--- config.mk ---
export PLATFORM = sky130hd
export DESIGN_NAME = centered_pose_moving_average_top
export DESIGN_NICKNAME = d
export VERILOG_FILES = /design/src/rtl/cpma_pkg.sv /design/src/rtl/cpma_win.sv /design/src/rtl/cpma_div.sv /design/src/rtl/centered_pose_moving_average_top.sv
export VERILOG_INCLUDE_DIRS = /design/src /design/src/rtl
export SDC_FILE = /design/constraint.sdc
export NUM_CORES = 2
export LEC_CHECK = 0
export BUFFER_PORTS_ARGS = -buffer_cell sky130_fd_sc_hd__buf_2
export CELL_PAD_IN_SITES_DETAIL_PLACEMENT = 0
export CELL_PAD_IN_SITES_GLOBAL_PLACEMENT = 1
export CORE_MARGIN = 4
export CORE_UTILIZATION = 55
export DETAILED_ROUTE_END_ITERATION = 10
export GPL_TIMING_DRIVEN = 0
export PLACE_DENSITY = 0.79
export SLEW_MARGIN = 20
export SYNTH_ARGS = -nofsm -noshare
export SYNTH_HDL_FRONTEND = slang
export SYNTH_SLANG_ARGS = --single-unit
--- constraint.sdc ---
create_clock -name clk -period 9.3 [get_ports clk]
set_clock_uncertainty 0.15 [all_clocks]
set_input_delay 0.465 -clock clk [delete_from_list [all_inputs] [get_ports clk]]
set_output_delay 0.465 -clock clk [all_outputs]
set_load 0.05 [all_outputs]
--- src/rtl/assert_macros.svh ---
// ----------------------------------------------------------------------------
// Assertion macros
// Shared concurrent assertion shorthands, clocked on clk and muted in reset.
// ----------------------------------------------------------------------------
`ifndef ASSERT_MACROS_SVH
`define ASSERT_MACROS_SVH

`ifndef ASSERT_OFF

// The expression holds at every clock edge out of reset.
`define ASSERT_ALWAYS(lbl, expr) \
  lbl: assert property (@(posedge clk) disable iff (rst) (expr)) \
    else $error("invariant violated");

// Whenever the antecedent holds, the consequent holds in the same cycle.
`define ASSERT_IMPLIES(lbl, ante, cons) \
  lbl: assert property (@(posedge clk) disable iff (rst) (ante) |-> (cons)) \
    else $error("implication violated");

// Whenever the antecedent holds, the consequent holds in the next cycle.
`define ASSERT_NEXT(lbl, ante, cons) \
  lbl: assert property (@(posedge clk) disable iff (rst) (ante) |=> (cons)) \
    else $error("next-cycle implication violated");

`else

`define ASSERT_ALWAYS(lbl, expr)
`define ASSERT_IMPLIES(lbl, ante, cons)
`define ASSERT_NEXT(lbl, ante, cons)

`endif

`endif

--- src/rtl/cpma_pkg.sv ---
// ----------------------------------------------------------------------------
// cpma_pkg
// Types and fixed constants for the centered pose moving-average smoother.
// ----------------------------------------------------------------------------
package cpma_pkg;

  localparam int POS_W  = 32;
  localparam int HEAD_W = 16;
  localparam int WS_W   = 5;

  // Pi and two pi in Q3.13, held one bit wider than a heading.
  localparam logic signed [HEAD_W:0] PI_Q13     = 17'sd25736;
  localparam logic signed [HEAD_W:0] TWO_PI_Q13 = 17'sd51472;

  typedef enum logic [8:0] {
    S_IDLE     = 9'b000000001,
    S_PASS     = 9'b000000010,
    S_DROP_RD  = 9'b000000100,
    S_DROP_SUB = 9'b000001000,
    S_PUSH     = 9'b000010000,
    S_FLUSH    = 9'b000100000,
    S_DIV_GO   = 9'b001000000,
    S_DIV_RUN  = 9'b010000000,
    S_EMIT     = 9'b100000000
  } state_t;

  typedef enum logic [1:0] {
    FLD_X = 2'd0,
    FLD_Y = 2'd1,
    FLD_H = 2'd2
  } fld_t;

  // Divider start request; narrow selects the short heading dividend.
  typedef struct packed {
    logic go;
    logic narrow;
  } div_ctl_t;

  // Wrap a mean heading into [-pi, pi).
  function automatic logic [HEAD_W-1:0] wrap_heading(input logic [HEAD_W-1:0] mh);
    logic signed [HEAD_W:0] m;
    m = {mh[HEAD_W-1], mh};
    if (m >= PI_Q13) begin
      m = m - TWO_PI_Q13;
    end else if (m < -PI_Q13) begin
      m = m + TWO_PI_Q13;
    end
    return m[HEAD_W-1:0];
  endfunction

endpackage

--- src/rtl/cpma_win.sv ---
// ----------------------------------------------------------------------------
// cpma_win
// Circular pose window memory: one write port, one registered read port.
// ----------------------------------------------------------------------------
module cpma_win
  import cpma_pkg::*;
#(
  parameter int DEPTH = 31,
  parameter int AW    = 5
) (
  input  logic              clk,
  input  logic              wr_en,
  input  logic [AW-1:0]     wr_addr,
  input  logic [POS_W-1:0]  wr_x,
  input  logic [POS_W-1:0]  wr_y,
  input  logic [HEAD_W-1:0] wr_heading,
  input  logic [AW-1:0]     rd_addr,
  output logic [POS_W-1:0]  rd_x,
  output logic [POS_W-1:0]  rd_y,
  output logic [HEAD_W-1:0] rd_heading
);

  logic [POS_W-1:0]  mem_x [DEPTH];
  logic [POS_W-1:0]  mem_y [DEPTH];
  logic [HEAD_W-1:0] mem_h [DEPTH];

  always_ff @(posedge clk) begin
    if (wr_en) begin
      mem_x[wr_addr] <= wr_x;
      mem_y[wr_addr] <= wr_y;
      mem_h[wr_addr] <= wr_heading;
    end
  end

  always_ff @(posedge clk) begin
    rd_x       <= mem_x[rd_addr];
    rd_y       <= mem_y[rd_addr];
    rd_heading <= mem_h[rd_addr];
  end

endmodule

--- src/rtl/cpma_div.sv ---
// ----------------------------------------------------------------------------
// cpma_div
// Shared signed divider, one quotient bit per cycle, truncating toward zero.
// ----------------------------------------------------------------------------
`include "assert_macros.svh"

module cpma_div
  import cpma_pkg::*;
#(
  parameter int SUM_W    = 37,
  parameter int NARROW_W = 21,
  parameter int CNT_W    = 5
) (
  input  logic             clk,
  input  logic             rst,
  input  div_ctl_t         ctl,
  input  logic [SUM_W-1:0] dividend,
  input  logic [CNT_W-1:0] divisor,
  output logic             done,
  output logic [SUM_W-1:0] quotient
);

  localparam int IT_W = $clog2(SUM_W + 1);

  logic             busy;
  logic [IT_W-1:0]  iter;
  logic             neg;
  logic [SUM_W-1:0] mag;
  logic [SUM_W-1:0] quo;
  logic [CNT_W-1:0] rem;
  logic [CNT_W-1:0] dvs;

  logic [CNT_W:0]   trial;
  logic             fits;
  logic [CNT_W-1:0] rem_next;
  logic [SUM_W-1:0] quo_next;
  logic [SUM_W-1:0] mag_abs;
  logic [SUM_W-1:0] mag_load;

  always_comb begin
    trial    = {rem, mag[SUM_W-1]};
    fits     = (trial >= {1'b0, dvs});
    rem_next = fits ? CNT_W'(trial - {1'b0, dvs}) : trial[CNT_W-1:0];
    quo_next = {quo[SUM_W-2:0], fits};
    mag_abs  = dividend[SUM_W-1] ? (~dividend + 1'b1) : dividend;
    // The heading sum is small; align it to the top so fewer steps are needed.
    mag_load = ctl.narrow ? (mag_abs << (SUM_W - NARROW_W)) : mag_abs;
  end

  always_ff @(posedge clk) begin
    if (rst) begin
      busy <= 1'b0;
      done <= 1'b0;
      iter <= '0;
    end else begin
      done <= 1'b0;
      if (ctl.go) begin
        busy <= 1'b1;
        iter <= ctl.narrow ? IT_W'(NARROW_W) : IT_W'(SUM_W);
      end else if (busy) begin
        iter <= iter - 1'b1;
        if (iter == IT_W'(1)) begin
          busy <= 1'b0;
          done <= 1'b1;
        end
      end
    end
  end

  always_ff @(posedge clk) begin
    if (ctl.go) begin
      neg <= dividend[SUM_W-1];
      mag <= mag_load;
      quo <= '0;
      rem <= '0;
      dvs <= divisor;
    end else if (busy) begin
      mag <= {mag[SUM_W-2:0], 1'b0};
      quo <= quo_next;
      rem <= rem_next;
      if (iter == IT_W'(1)) begin
        quotient <= neg ? (~quo_next + 1'b1) : quo_next;
      end
    end
  end

  `ASSERT_IMPLIES(a_go_when_idle, ctl.go, !busy)
  `ASSERT_IMPLIES(a_rem_below_divisor, busy, rem < dvs)
  `ASSERT_NEXT(a_done_ends_busy, done, !busy)

endmodule

--- src/rtl/centered_pose_moving_average_top.sv ---
// ----------------------------------------------------------------------------
// centered_pose_moving_average_top
// Centered moving-average smoother for a stream of 2D poses.
// ----------------------------------------------------------------------------
// Input words (pose_x, pose_y, pose_heading, is_final) arrive on the
// pose_valid/pose_ready channel; smoothed words leave on mean_valid/mean_ready.
// Each pose is replaced by the mean over the poses from h before to h after it,
// h = win_size/2, with the window clipped at both ends of the trajectory.
// Results lag the input by h words, and the word with is_final set flushes the
// pending results; the last of them carries end_of_run.
// Throughput: the block takes one word at a time. A mean costs three passes
// of one shared bit-serial divider (one step per dividend bit: SUM_W = 37 for
// x and y, HSUM_W = 21 for heading), each started in S_DIV_GO and finished in
// S_DIV_RUN, after which S_EMIT loads the output register. A push goes through
// S_PUSH, preceded by S_DROP_RD and S_DROP_SUB when the oldest pose is dropped
// first. Each further flush result passes S_FLUSH, plus S_DROP_RD and
// S_DROP_SUB for each dropped pose. A pass-through word (h of zero) goes from
// S_IDLE through S_PASS, which loads it into the output register.
// The output register lets a finished word wait while the receiver stalls;
// the sequencer only stops when it needs that register again.
// Reset sets win_size to 1 (pass through) and empties the window; a write
// to win_size also abandons a partial trajectory. No clearing pass exists.
// ----------------------------------------------------------------------------
`include "assert_macros.svh"

module centered_pose_moving_average_top
  import cpma_pkg::*;
#(
  parameter int MAX_HALF_WINDOW = 15
) (
  input  logic              clk,
  input  logic              rst,

  input  logic              cfg_wr_en,
  input  logic [WS_W-1:0]   cfg_wr_data,

  input  logic              pose_valid,
  output logic              pose_ready,
  input  logic [POS_W-1:0]  pose_x,
  input  logic [POS_W-1:0]  pose_y,
  input  logic [HEAD_W-1:0] pose_heading,
  input  logic              is_final,

  output logic              mean_valid,
  input  logic              mean_ready,
  output logic [POS_W-1:0]  mean_x,
  output logic [POS_W-1:0]  mean_y,
  output logic [HEAD_W-1:0] mean_heading,
  output logic              end_of_run
);

  localparam int DEPTH  = 2 * MAX_HALF_WINDOW + 1;
  localparam int AW     = $clog2(DEPTH);
  localparam int PW     = AW + 1;
  localparam int CNT_W  = $clog2(DEPTH + 1);
  localparam int SUM_W  = POS_W + $clog2(DEPTH);
  localparam int HSUM_W = HEAD_W + $clog2(DEPTH);

  // Control state.
  state_t                   state, state_next;
  logic [WS_W-1:0]          win_size;
  logic [CNT_W-1:0]         held;
  logic [AW-1:0]            head;
  logic                     flushing;
  logic [CNT_W-1:0]         k;
  logic signed [SUM_W-1:0]  sum_x;
  logic signed [SUM_W-1:0]  sum_y;
  logic signed [HSUM_W-1:0] sum_h;

  // Captured input word and per-mean payload.
  logic [POS_W-1:0]  in_x;
  logic [POS_W-1:0]  in_y;
  logic [HEAD_W-1:0] in_h;
  logic              in_fin;
  logic              last;
  fld_t              fld;
  logic [POS_W-1:0]  q_x;
  logic [POS_W-1:0]  q_y;
  logic [HEAD_W-1:0] q_h;

  // Derived window geometry.
  logic [CNT_W-1:0] h;
  logic [CNT_W-1:0] cap;
  logic [CNT_W-1:0] held_inc;
  logic [CNT_W-1:0] kh;
  logic [CNT_W-1:0] rem_push;
  logic [CNT_W-1:0] rem_emit;
  logic [PW-1:0]    ptr_sum;
  logic [AW-1:0]    tail;
  logic [AW-1:0]    head_inc;

  logic              slot_free;
  logic              out_load;
  logic              win_wr_en;
  logic [POS_W-1:0]  rd_x;
  logic [POS_W-1:0]  rd_y;
  logic [HEAD_W-1:0] rd_h;

  div_ctl_t         div_ctl;
  logic [SUM_W-1:0] div_dividend;
  logic             div_done;
  logic [SUM_W-1:0] div_quotient;

  always_comb begin
    if (int'(win_size[WS_W-1:1]) > MAX_HALF_WINDOW) begin
      h = CNT_W'(MAX_HALF_WINDOW);
    end else begin
      h = CNT_W'(win_size[WS_W-1:1]);
    end
    cap      = {h[CNT_W-2:0], 1'b1};
    held_inc = held + 1'b1;
    kh       = k + h;
    rem_push = (held_inc < h) ? held_inc : h;
    rem_emit = (held < h) ? held : h;
    // The newest pose goes just past the held ones, modulo the depth.
    ptr_sum  = PW'(head) + PW'(held);
    tail     = (ptr_sum >= PW'(DEPTH)) ? AW'(ptr_sum - PW'(DEPTH)) : ptr_sum[AW-1:0];
    head_inc = (head == AW'(DEPTH - 1)) ? '0 : head + 1'b1;
  end

  assign slot_free  = !mean_valid || mean_ready;
  assign pose_ready = (state == S_IDLE);
  assign win_wr_en  = (state == S_PUSH);

  // Sequencer.
  always_comb begin
    state_next     = state;
    out_load       = 1'b0;
    div_ctl.go     = 1'b0;
    div_ctl.narrow = 1'b0;
    case (state)
      S_IDLE: begin
        if (pose_valid) begin
          if (h == '0) begin
            state_next = S_PASS;
          end else if (held == cap) begin
            state_next = S_DROP_RD;
          end else begin
            state_next = S_PUSH;
          end
        end
      end
      S_PASS: begin
        if (slot_free) begin
          out_load   = 1'b1;
          state_next = S_IDLE;
        end
      end
      S_DROP_RD: begin
        state_next = S_DROP_SUB;
      end
      S_DROP_SUB: begin
        state_next = flushing ? S_FLUSH : S_PUSH;
      end
      S_PUSH: begin
        if (held_inc > h) begin
          state_next = S_DIV_GO;
        end else if (in_fin) begin
          state_next = S_FLUSH;
        end else begin
          state_next = S_IDLE;
        end
      end
      S_FLUSH: begin
        if (k == '0) begin
          state_next = S_IDLE;
        end else if (held > kh) begin
          state_next = S_DROP_RD;
        end else begin
          state_next = S_DIV_GO;
        end
      end
      S_DIV_GO: begin
        div_ctl.go     = 1'b1;
        div_ctl.narrow = (fld == FLD_H);
        state_next     = S_DIV_RUN;
      end
      S_DIV_RUN: begin
        if (div_done) begin
          state_next = (fld == FLD_H) ? S_EMIT : S_DIV_GO;
        end
      end
      S_EMIT: begin
        if (slot_free) begin
          out_load   = 1'b1;
          state_next = (flushing || in_fin) ? S_FLUSH : S_IDLE;
        end
      end
      default: begin
        state_next = S_IDLE;
      end
    endcase
  end

  always_comb begin
    case (fld)
      FLD_X:   div_dividend = sum_x;
      FLD_Y:   div_dividend = sum_y;
      FLD_H:   div_dividend = {{(SUM_W - HSUM_W){sum_h[HSUM_W-1]}}, sum_h};
      default: div_dividend = sum_x;
    endcase
  end

  always_ff @(posedge clk) begin
    if (rst) begin
      state       <= S_IDLE;
      win_size    <= WS_W'(1);
      held        <= '0;
      head        <= '0;
      flushing    <= 1'b0;
      k           <= '0;
      sum_x       <= '0;
      sum_y       <= '0;
      sum_h       <= '0;
      mean_valid  <= 1'b0;
    end else begin
      state <= state_next;

      if (out_load) begin
        mean_valid <= 1'b1;
      end else if (mean_ready) begin
        mean_valid <= 1'b0;
      end

      if (cfg_wr_en) begin
        // A new window size starts a fresh trajectory.
        win_size <= cfg_wr_data;
        held     <= '0;
        head     <= '0;
        flushing <= 1'b0;
        k        <= '0;
        sum_x    <= '0;
        sum_y    <= '0;
        sum_h    <= '0;
      end else begin
        case (state)
          S_IDLE: begin
            if (pose_valid) begin
              in_x   <= pose_x;
              in_y   <= pose_y;
              in_h   <= pose_heading;
              in_fin <= is_final;
            end
          end
          S_DROP_SUB: begin
            sum_x <= sum_x - {{(SUM_W - POS_W){rd_x[POS_W-1]}}, rd_x};
            sum_y <= sum_y - {{(SUM_W - POS_W){rd_y[POS_W-1]}}, rd_y};
            sum_h <= sum_h - {{(HSUM_W - HEAD_W){rd_h[HEAD_W-1]}}, rd_h};
            head  <= head_inc;
            held  <= held - 1'b1;
          end
          S_PUSH: begin
            sum_x <= sum_x + {{(SUM_W - POS_W){in_x[POS_W-1]}}, in_x};
            sum_y <= sum_y + {{(SUM_W - POS_W){in_y[POS_W-1]}}, in_y};
            sum_h <= sum_h + {{(HSUM_W - HEAD_W){in_h[HEAD_W-1]}}, in_h};
            held  <= held_inc;
            fld   <= FLD_X;
            last  <= 1'b0;
            // Too few poses for a centered mean: a final word goes straight to
            // flushing.
            if (!(held_inc > h) && in_fin) begin
              flushing <= 1'b1;
              k        <= rem_push;
            end
          end
          S_FLUSH: begin
            if (k == '0) begin
              held     <= '0;
              head     <= '0;
              flushing <= 1'b0;
              sum_x    <= '0;
              sum_y    <= '0;
              sum_h    <= '0;
            end else if (!(held > kh)) begin
              last <= (k == CNT_W'(1));
              fld  <= FLD_X;
            end
          end
          S_DIV_RUN: begin
            if (div_done) begin
              case (fld)
                FLD_X: begin
                  q_x <= div_quotient[POS_W-1:0];
                  fld <= FLD_Y;
                end
                FLD_Y: begin
                  q_y <= div_quotient[POS_W-1:0];
                  fld <= FLD_H;
                end
                FLD_H: begin
                  q_h <= wrap_heading(div_quotient[HEAD_W-1:0]);
                end
                default: begin
                  fld <= FLD_X;
                end
              endcase
            end
          end
          S_EMIT: begin
            if (slot_free) begin
              if (flushing) begin
                k <= k - 1'b1;
              end else if (in_fin) begin
                flushing <= 1'b1;
                k        <= rem_emit;
              end
            end
          end
          default: begin
          end
        endcase
      end
    end
  end

  // Output register.
  always_ff @(posedge clk) begin
    if (out_load) begin
      if (state == S_PASS) begin
        mean_x       <= in_x;
        mean_y       <= in_y;
        mean_heading <= in_h;
        end_of_run   <= in_fin;
      end else begin
        mean_x       <= q_x;
        mean_y       <= q_y;
        mean_heading <= q_h;
        end_of_run   <= last;
      end
    end
  end

  cpma_win #(
    .DEPTH (DEPTH),
    .AW    (AW)
  ) u_win (
    .clk        (clk),
    .wr_en      (win_wr_en),
    .wr_addr    (tail),
    .wr_x       (in_x),
    .wr_y       (in_y),
    .wr_heading (in_h),
    .rd_addr    (head),
    .rd_x       (rd_x),
    .rd_y       (rd_y),
    .rd_heading (rd_h)
  );

  cpma_div #(
    .SUM_W    (SUM_W),
    .NARROW_W (HSUM_W),
    .CNT_W    (CNT_W)
  ) u_div (
    .clk      (clk),
    .rst      (rst),
    .ctl      (div_ctl),
    .dividend (div_dividend),
    .divisor  (held),
    .done     (div_done),
    .quotient (div_quotient)
  );

  `ASSERT_ALWAYS(a_held_within_cap, (h == '0) || (held <= cap))
  `ASSERT_ALWAYS(a_flush_count_bound, k <= h)
  `ASSERT_IMPLIES(a_no_divide_by_zero, state == S_DIV_GO, held != '0)
  `ASSERT_NEXT(a_push_counts_one, (state == S_PUSH) && !cfg_wr_en, held == $past(held_inc))

endmodule

======== Word level (Yosys, flattened, before mapping) ========
Memories as Yosys holds them, arrays and structs flattened. A register that Yosys moved wholly into a read port is not among the register bits.
Index checks and enable logic that the tools add are counted.
word-level totals
  register bits after elaboration ......... 490
  input port bits ......................... 91
  memories ................................ 3
  word-level logic and storage cells ...... 196
  RAM bits ................................ 2480
memories
  memory       depth  width  read ports  clocked after memory_dff  wr ports  RTL line        RTL
  u_win.mem_x  31     32     1           1                         1         cpma_win.sv:23  logic [POS_W-1:0] mem_x [DEPTH];
  u_win.mem_y  31     32     1           1                         1         cpma_win.sv:24  logic [POS_W-1:0] mem_y [DEPTH];
  u_win.mem_h  31     16     1           1                         1         cpma_win.sv:25  logic [HEAD_W-1:0] mem_h [DEPTH];
cells by class
  mux-type cells .......................... 72
  bitwise operators ....................... 6
  $add $sub $neg .......................... 19
  $lt $le $gt $ge ......................... 8
  reduce and logical (&&, ||, !) cells .... 31
  equality and inequality tests ........... 25
operator list
  cell                                                               count
  37-bit case mux with 3 select lines                                2
  37-bit two-way mux                                                 5
  32-bit two-way mux                                                 3
  9-bit case mux with 9 select lines                                 1
  37-bit adder                                                       2
  37-bit case mux with 2 select lines                                1
  37-bit subtractor                                                  2
  21-bit case mux with 3 select lines                                1
  5-bit two-way mux                                                  12
  16-bit two-way mux                                                 3
  9-bit two-way mux                                                  5
  37-bit by 1-bit adder with 37-bit output (second input constant)   1
  37-bit NOT                                                         1
  6-bit two-way mux                                                  6
  32-bit by 1-bit adder with 32-bit output (second input constant)   1
  32-bit NOT                                                         1
  21-bit adder                                                       1
  21-bit two-way mux                                                 1
  7-bit two-way mux                                                  3
  21-bit subtractor                                                  1
  5-bit case mux with 2 select lines                                 2
  5-bit AND reduction                                                4
  1-bit two-way mux                                                  18
  16-bit by 15-bit adder with 16-bit output (second input constant)  1
  other kinds (52)                                                   83

======== Longest topological paths before layout ========
  depth after elaboration ................. 7
  gate-level depth with buffers ........... 21
  gate-level depth less buffers ........... 20

======== Cells and area by module ========
Synthesis repeated with hierarchy kept, for this count alone.
unflattened totals
  cells, all modules ...................... 7275
  area total of the unflattened synthesis .. 125071.2 µm²
modules (own cells, without submodules)
  module                            area an instance (µm²)  instances  sequential area each (µm²)  cells each
  cpma_win                          96796.6                 1          76073.0                     4455
  centered_pose_moving_average_top  21645.8                 1          9859.5                      2204
  cpma_div                          6628.9                  1          3383.2                      616

======== Least setup slack after synthesis ========
No wires, ideal clock.
  path kind ............................... register to register
  start ................................... register held[0]
  end ..................................... memory u_win.mem_h[25][0], enable pin
  cell stages (with the launch flop) ...... 13
  setup slack ............................. 2.532 ns
  arrival time ............................ 6.098 ns
  setup time .............................. 0.519 ns
  period minus slack after synthesis ...... 6.768 ns
  cells stage by stage .................... dfxtp_1 > ha_1 > fa_1 > a21o_1 > a21oi_1 > xnor2_1 > nand2_1 > o21ai_1 > nand2_1 > nor2_1 > xor2_1 > nand2_1 > nor2_1
on the way
  word-level cells in the longest chain between the ends .. 3
  elaborated cells between the ends (all ways) .. 4
  classes of those cells .................. 2 x add/sub; 1 x order compare; 1 x mux
RTL lines
  item                                                                                                     RTL line                                 RTL
  start: declaration                                                                                       centered_pose_moving_average_top.sv:62   logic [CNT_W-1:0] held;
  start signal: assignment                                                                                 centered_pose_moving_average_top.sv:250  held <= held - 1'b1;
  start signal: assignment                                                                                 centered_pose_moving_average_top.sv:256  held <= held_inc;
  5-bit by 5-bit adder with 6-bit output (*)                                                               centered_pose_moving_average_top.sv:116  ptr_sum = PW'(head) + PW'(held);
  5-bit subtractor / 6-bit by 5-bit greater-or-equal comparator with 1-bit output (equally long branches)  centered_pose_moving_average_top.sv:117  tail = (ptr_sum >= PW'(DEPTH)) ? AW'(ptr_sum - PW'(DEPTH)) : ptr_sum[AW-1:0];
  5-bit two-way mux (*)                                                                                    centered_pose_moving_average_top.sv:117
  end: declaration                                                                                         cpma_win.sv:25
Every way passes the cells marked *; elsewhere a longest branch is shown, timed or not.

======== Final worst setup path ========
  start ................................... register state[0]
  end ..................................... register sum_x[36]
on the way
  word-level cells in the longest chain between the ends .. 3
  elaborated cells between the ends (all ways) .. 7
  classes of those cells .................. 4 x eq/ne; 1 x mux; 2 x reduce/logical
RTL lines
  item                                                                          RTL line                                 RTL
  start: declaration                                                            centered_pose_moving_average_top.sv:60   state_t state, state_next;
  start signal: assignment                                                      centered_pose_moving_average_top.sv:217  state <= state_next;
  9-bit by 6-bit == test with 1-bit output, or another cell as far along        centered_pose_moving_average_top.sv:236  case (state)
  2-bit inequality test (no line) / 3-bit nonzero test (equally long branches)  -
  2-bit AND reduction (no line)                                                 -
  end signal: assignment                                                        centered_pose_moving_average_top.sv:246  sum_x <= sum_x - {{(SUM_W - POS_W){rd_x[POS_W-1]}}, rd_x};
  end signal: assignment                                                        centered_pose_moving_average_top.sv:253  sum_x <= sum_x + {{(SUM_W - POS_W){in_x[POS_W-1]}}, in_x};
  end: declaration                                                              centered_pose_moving_average_top.sv:66   logic signed [SUM_W-1:0] sum_x;
Parallel ways exist; a longest one is shown, timed or not.
A chain may end at the register's enable or synchronous reset.

==> results by group <==
Logic synthesis
  – Syn avg cell area: 18.4 µm²
  – Synth warn: 0
  – Netlist cell types: 80
  – Post-synthesis sequential area ratio: 0.719
  – Most used DFF post-synth: edfxtp_1
  – Synth Net Count: 6967
  – EDFF count, synth: 2800
  – Async S/R FF share, synth: 0
  – Synth top area cells: edfxtp_1, mux4_2, dfxtp_1, mux2_2, ha_1
  – Synth Instances: 6730
  – Yosys top cell area share: 0.679
  – Flops & latches, synth: 3049
  – Post-synth top area cell: edfxtp_1
  – Synthesized cell area: 124000 µm²

Detailed routing
  – DR WL/cell: 33.9 µm
  – DR iter-0 viols: 9801
  – Via density: 6.48
  – Drt first pass iters: 8
  – Routed wire length: 366 mm
  – Antenna viol nets, final: 0
  – Vias: 70000
  – DRC violations left: 0

Pwr
  – Switch Pwr: 5.85 mW
  – Pwr dens: 196 nW/µm²
  – Final Total Pwr: 28.5 mW
  – Clk pwr share: 0.440
  – Max VDD drop: 0.000241 V
  – Net Sw Frac: 0.206
  – Internal: 22.6 mW
  – Combinational group share of total power: 0.030
  – Leakage power: 46.6 nW
  – Power share of the sequential group: 0.531

Critical path
  – Crit path capture type: register
  – Worst setup SP type: register
  – Critical path start-end classification: register to register
  – Crit-path max FO: 10
  – Crit-path cells: or3_1 -> nor3_1 -> and3_1 -> clkbuf_1 -> clkbuf_1 -> buf_1 -> o21ai_0 -> ha_1 -> fa_1 -> a21o_1 -> a21oi_1 -> o21ai_0 -> and3_1 -> a2111oi_0 -> o31ai_1 -> a21oi_1 -> nor3_1 -> a311oi_1 -> o21ai_1
  – Slowest stage delay, CP: 0.99 ns
  – Crit-path slowest cell: buf_1
  – Data required, critical path: 9.93 ns
  – Arrival time worst endpoint: 9.57 ns

Timing
  – Hold Slack: 0.0799 ns
  – Crit path time final: 8.94 ns
  – Hold violation total from the final report: 0
  – Fin. max-slew vios: 0
  – Setup violations, final: 0
  – Worst-margin pin slew: 1.25 ns
  – Slew Limit Headroom: 0.165
  – Final worst setup slack: 0.356 ns
  – Final worst path period share: 0.962
  – Fmax: 0.112 GHz
  – RSZ-0062 raised after global routing: false

Die
  – Die ar.: 233000 µm²
  – Die width: 482 µm
  – CORE AREA: 223000 µm²
  – IO Count: 174
  – # rows: 173
  – Die Y: 482 µm
  – Starting Density: 0.555

Final layout
  – Final instance area: 145000 µm²
  – Fin nets: 7802
  – P&R area growth vs syn: 17.1%
  – Final core occ: 0.650
  – Layout cells sized above 1: 0.239

Placement
  – Dpl cell area: 133000 µm²
  – Input/output buffers: 171
  – Setup WS pre-CTS: 0.926 ns
  – DPL Wire Length: 260 mm
  – GPL Wtd Cong: 0.932

Clock tree
  – Clk slew on worst S/H paths: 0.06 ns
  – # clock sinks: 3049
  – CTS tree: yes
  – Bufs on Longest Clock Path: 4
  – Post-CTS setup repair buffer count: 0
  – Clk_lat worst skew: 0.95 ns
  – # H-tree levels: 5
  – CTS buffer count: 323
  – Root Buffer: clkbuf_16

Global route
  – Overall fraction of global-route tracks in use: 0.316
  – Initial antenna violation count: 45
  – Number of global-route vias before repair: 68800
  – GR Overflow Total: 0
  – Largest net degree at the start of global routing: 34
  – First-pass GRT wire length: 515 mm

Hold path
  – HP Class: input port to register

Flow run
  – Maxcap violations: 0

Run status
  – Status: finished, final reports clean
==> logic make-up after synthesis <==
| logic type | share of synthesized area |
|---|---|
| multiplexers | 0.157 |
| AND/OR/NAND/NOR | 0.0366 |
| XOR/XNOR | 0.0171 |
| flip-flops | 0.719 |
| buffers and inverters | 0.0124 |
| AO/OA/AOI/OAI | 0.0420 |
| adder cells (fa/ha/maj) | 0.0151 |
==> stage by stage <==
stage	TNS [ns]	std cells
6_report	0	10800
5_1_grt	0	10800
4_1_cts	0	10700
3_5_place_dp	0	10100
3_3_place_gp	-6445.55	9876
2_1_floorplan	0	6730
==> routing by layer <==
layer  track usage  wire length [µm]  vias to the layer above
met1         0.438            140000                    36300
met2         0.487            171000                     4085
met3        0.0659             35400                      792
met5             0               180                        -
li1              -                 -                    28900
met4         0.147             19800                       26
==> worst max-delay path: cells and delay by family, from the launching register on <==
| family | cells | cell delay, ns |
|---|---|---|
| AOI/OAI and AO/OA | 9 | 3.80 |
| adders and majority gates | 2 | 0.89 |
| buffers and inverters | 3 | 2.30 |
| DFF | 1 | 0.33 |
| and+or+nand+nor | 5 | 1.33 |
==> synthesized netlist by cell type, drive strengths merged (75+ instances only) <==
cell / n
ha: 140
nor2: 364
xnor2: 139
clkbuf: 238
mux2: 164
buf: 91
inv: 78
nand2: 338
mux4: 716
a21o: 75
mux2i: 152
o21ai: 269
dfxtp: 249
edfxtp: 2800
a21oi: 239
xor2: 102
==> registers in the layout, indices dropped and copies added (netlist names), 21 cells and up <==
register,cells
u_div.quo,31
u_win.rd_x,32
sum_h,21
u_win.mem_h,496
u_win.mem_y,992
q_y,32
u_div.quotient,32
in_y,32
u_win.rd_y,32
q_x,32
in_x,32
mean_x,32
sum_y,37
mean_y,32
u_win.mem_x,992
sum_x,37
u_div.mag,37
==> power groups by stage <==
stage | registers [mW] | logic, mW | clock network [mW]
global placement | 15.5 | 0.641 | 0
floorplan | 15.4 | 0.365 | 0
finish | 15.1 | 0.848 | 12.5
global route | 15.1 | 0.896 | 13.3
detailed placement | 15.4 | 0.715 | 0
CTS | 15.2 | 0.751 | 12.6
==> path summary, 6_finish.rpt <==
kind,slack (ns),start,to,depth (start not counted)
setup / recovery,0.36,state[0]$_SDFFE_PP1P_,sum_x[36]$_SDFFE_PP0P_,19
hold / removal,0.08,pose_heading[0],in_h[0]$_DFFE_PP_,2
setup reg to reg,0.36,state[0]$_SDFFE_PP1P_,sum_x[36]$_SDFFE_PP0P_,19
hold reg to reg,0.30,u_div.quotient[22]$_DFFE_PP_,q_y[22]$_DFFE_PP_,0
==> final cells by class <==
class	instances	area [µm²]
Timing Repair Buffer	510	6850
Buffer	329	1300
Clock inverter	144	1390
Clock buffer	426	8810
Antenna cell	14	35.0
Sequential cell	3049	89100
Fill cell	14700	78200
Multi-Input combinational cell	3273	33500
Inverter	79	297
Tap cell	2975	3720
==> what timing repair did <==
action,4_1_cts,5_1_grt
endpoints found under the hold margin,100,0
resized for setup,0,0
hold buffers,92,0
==> layout by cell type (no fill, tap or decap), types with 37 or more instances in the layout <==
cell type / synthesis / routed
clkbuf_16: 0 / 327
a21o_1: 75 / 75
dlygate4sd3_1: 0 / 92
buf_8: 0 / 72
xor2_1: 102 / 102
buf_12: 0 / 107
a21oi_1: 239 / 239
inv_1: 77 / 77
edfxtp_1: 2800 / 2800
clkbuf_2: 0 / 41
clkinv_1: 1 / 61
clkbuf_1: 238 / 286
xnor2_1: 139 / 139
buf_2: 2 / 184
clkinv_2: 0 / 37
nand3_1: 47 / 47
buf_1: 89 / 62
mux2_2: 164 / 164
mux2i_1: 152 / 152
ha_1: 140 / 140
buf_16: 0 / 67
nand2_1: 338 / 338
nor3_1: 59 / 58
dfxtp_1: 249 / 249
o21ai_0: 263 / 263
a22oi_1: 38 / 38
nor2_1: 364 / 331
mux4_2: 716 / 716
No activity file was read; power rests on OpenSTA's default activity.
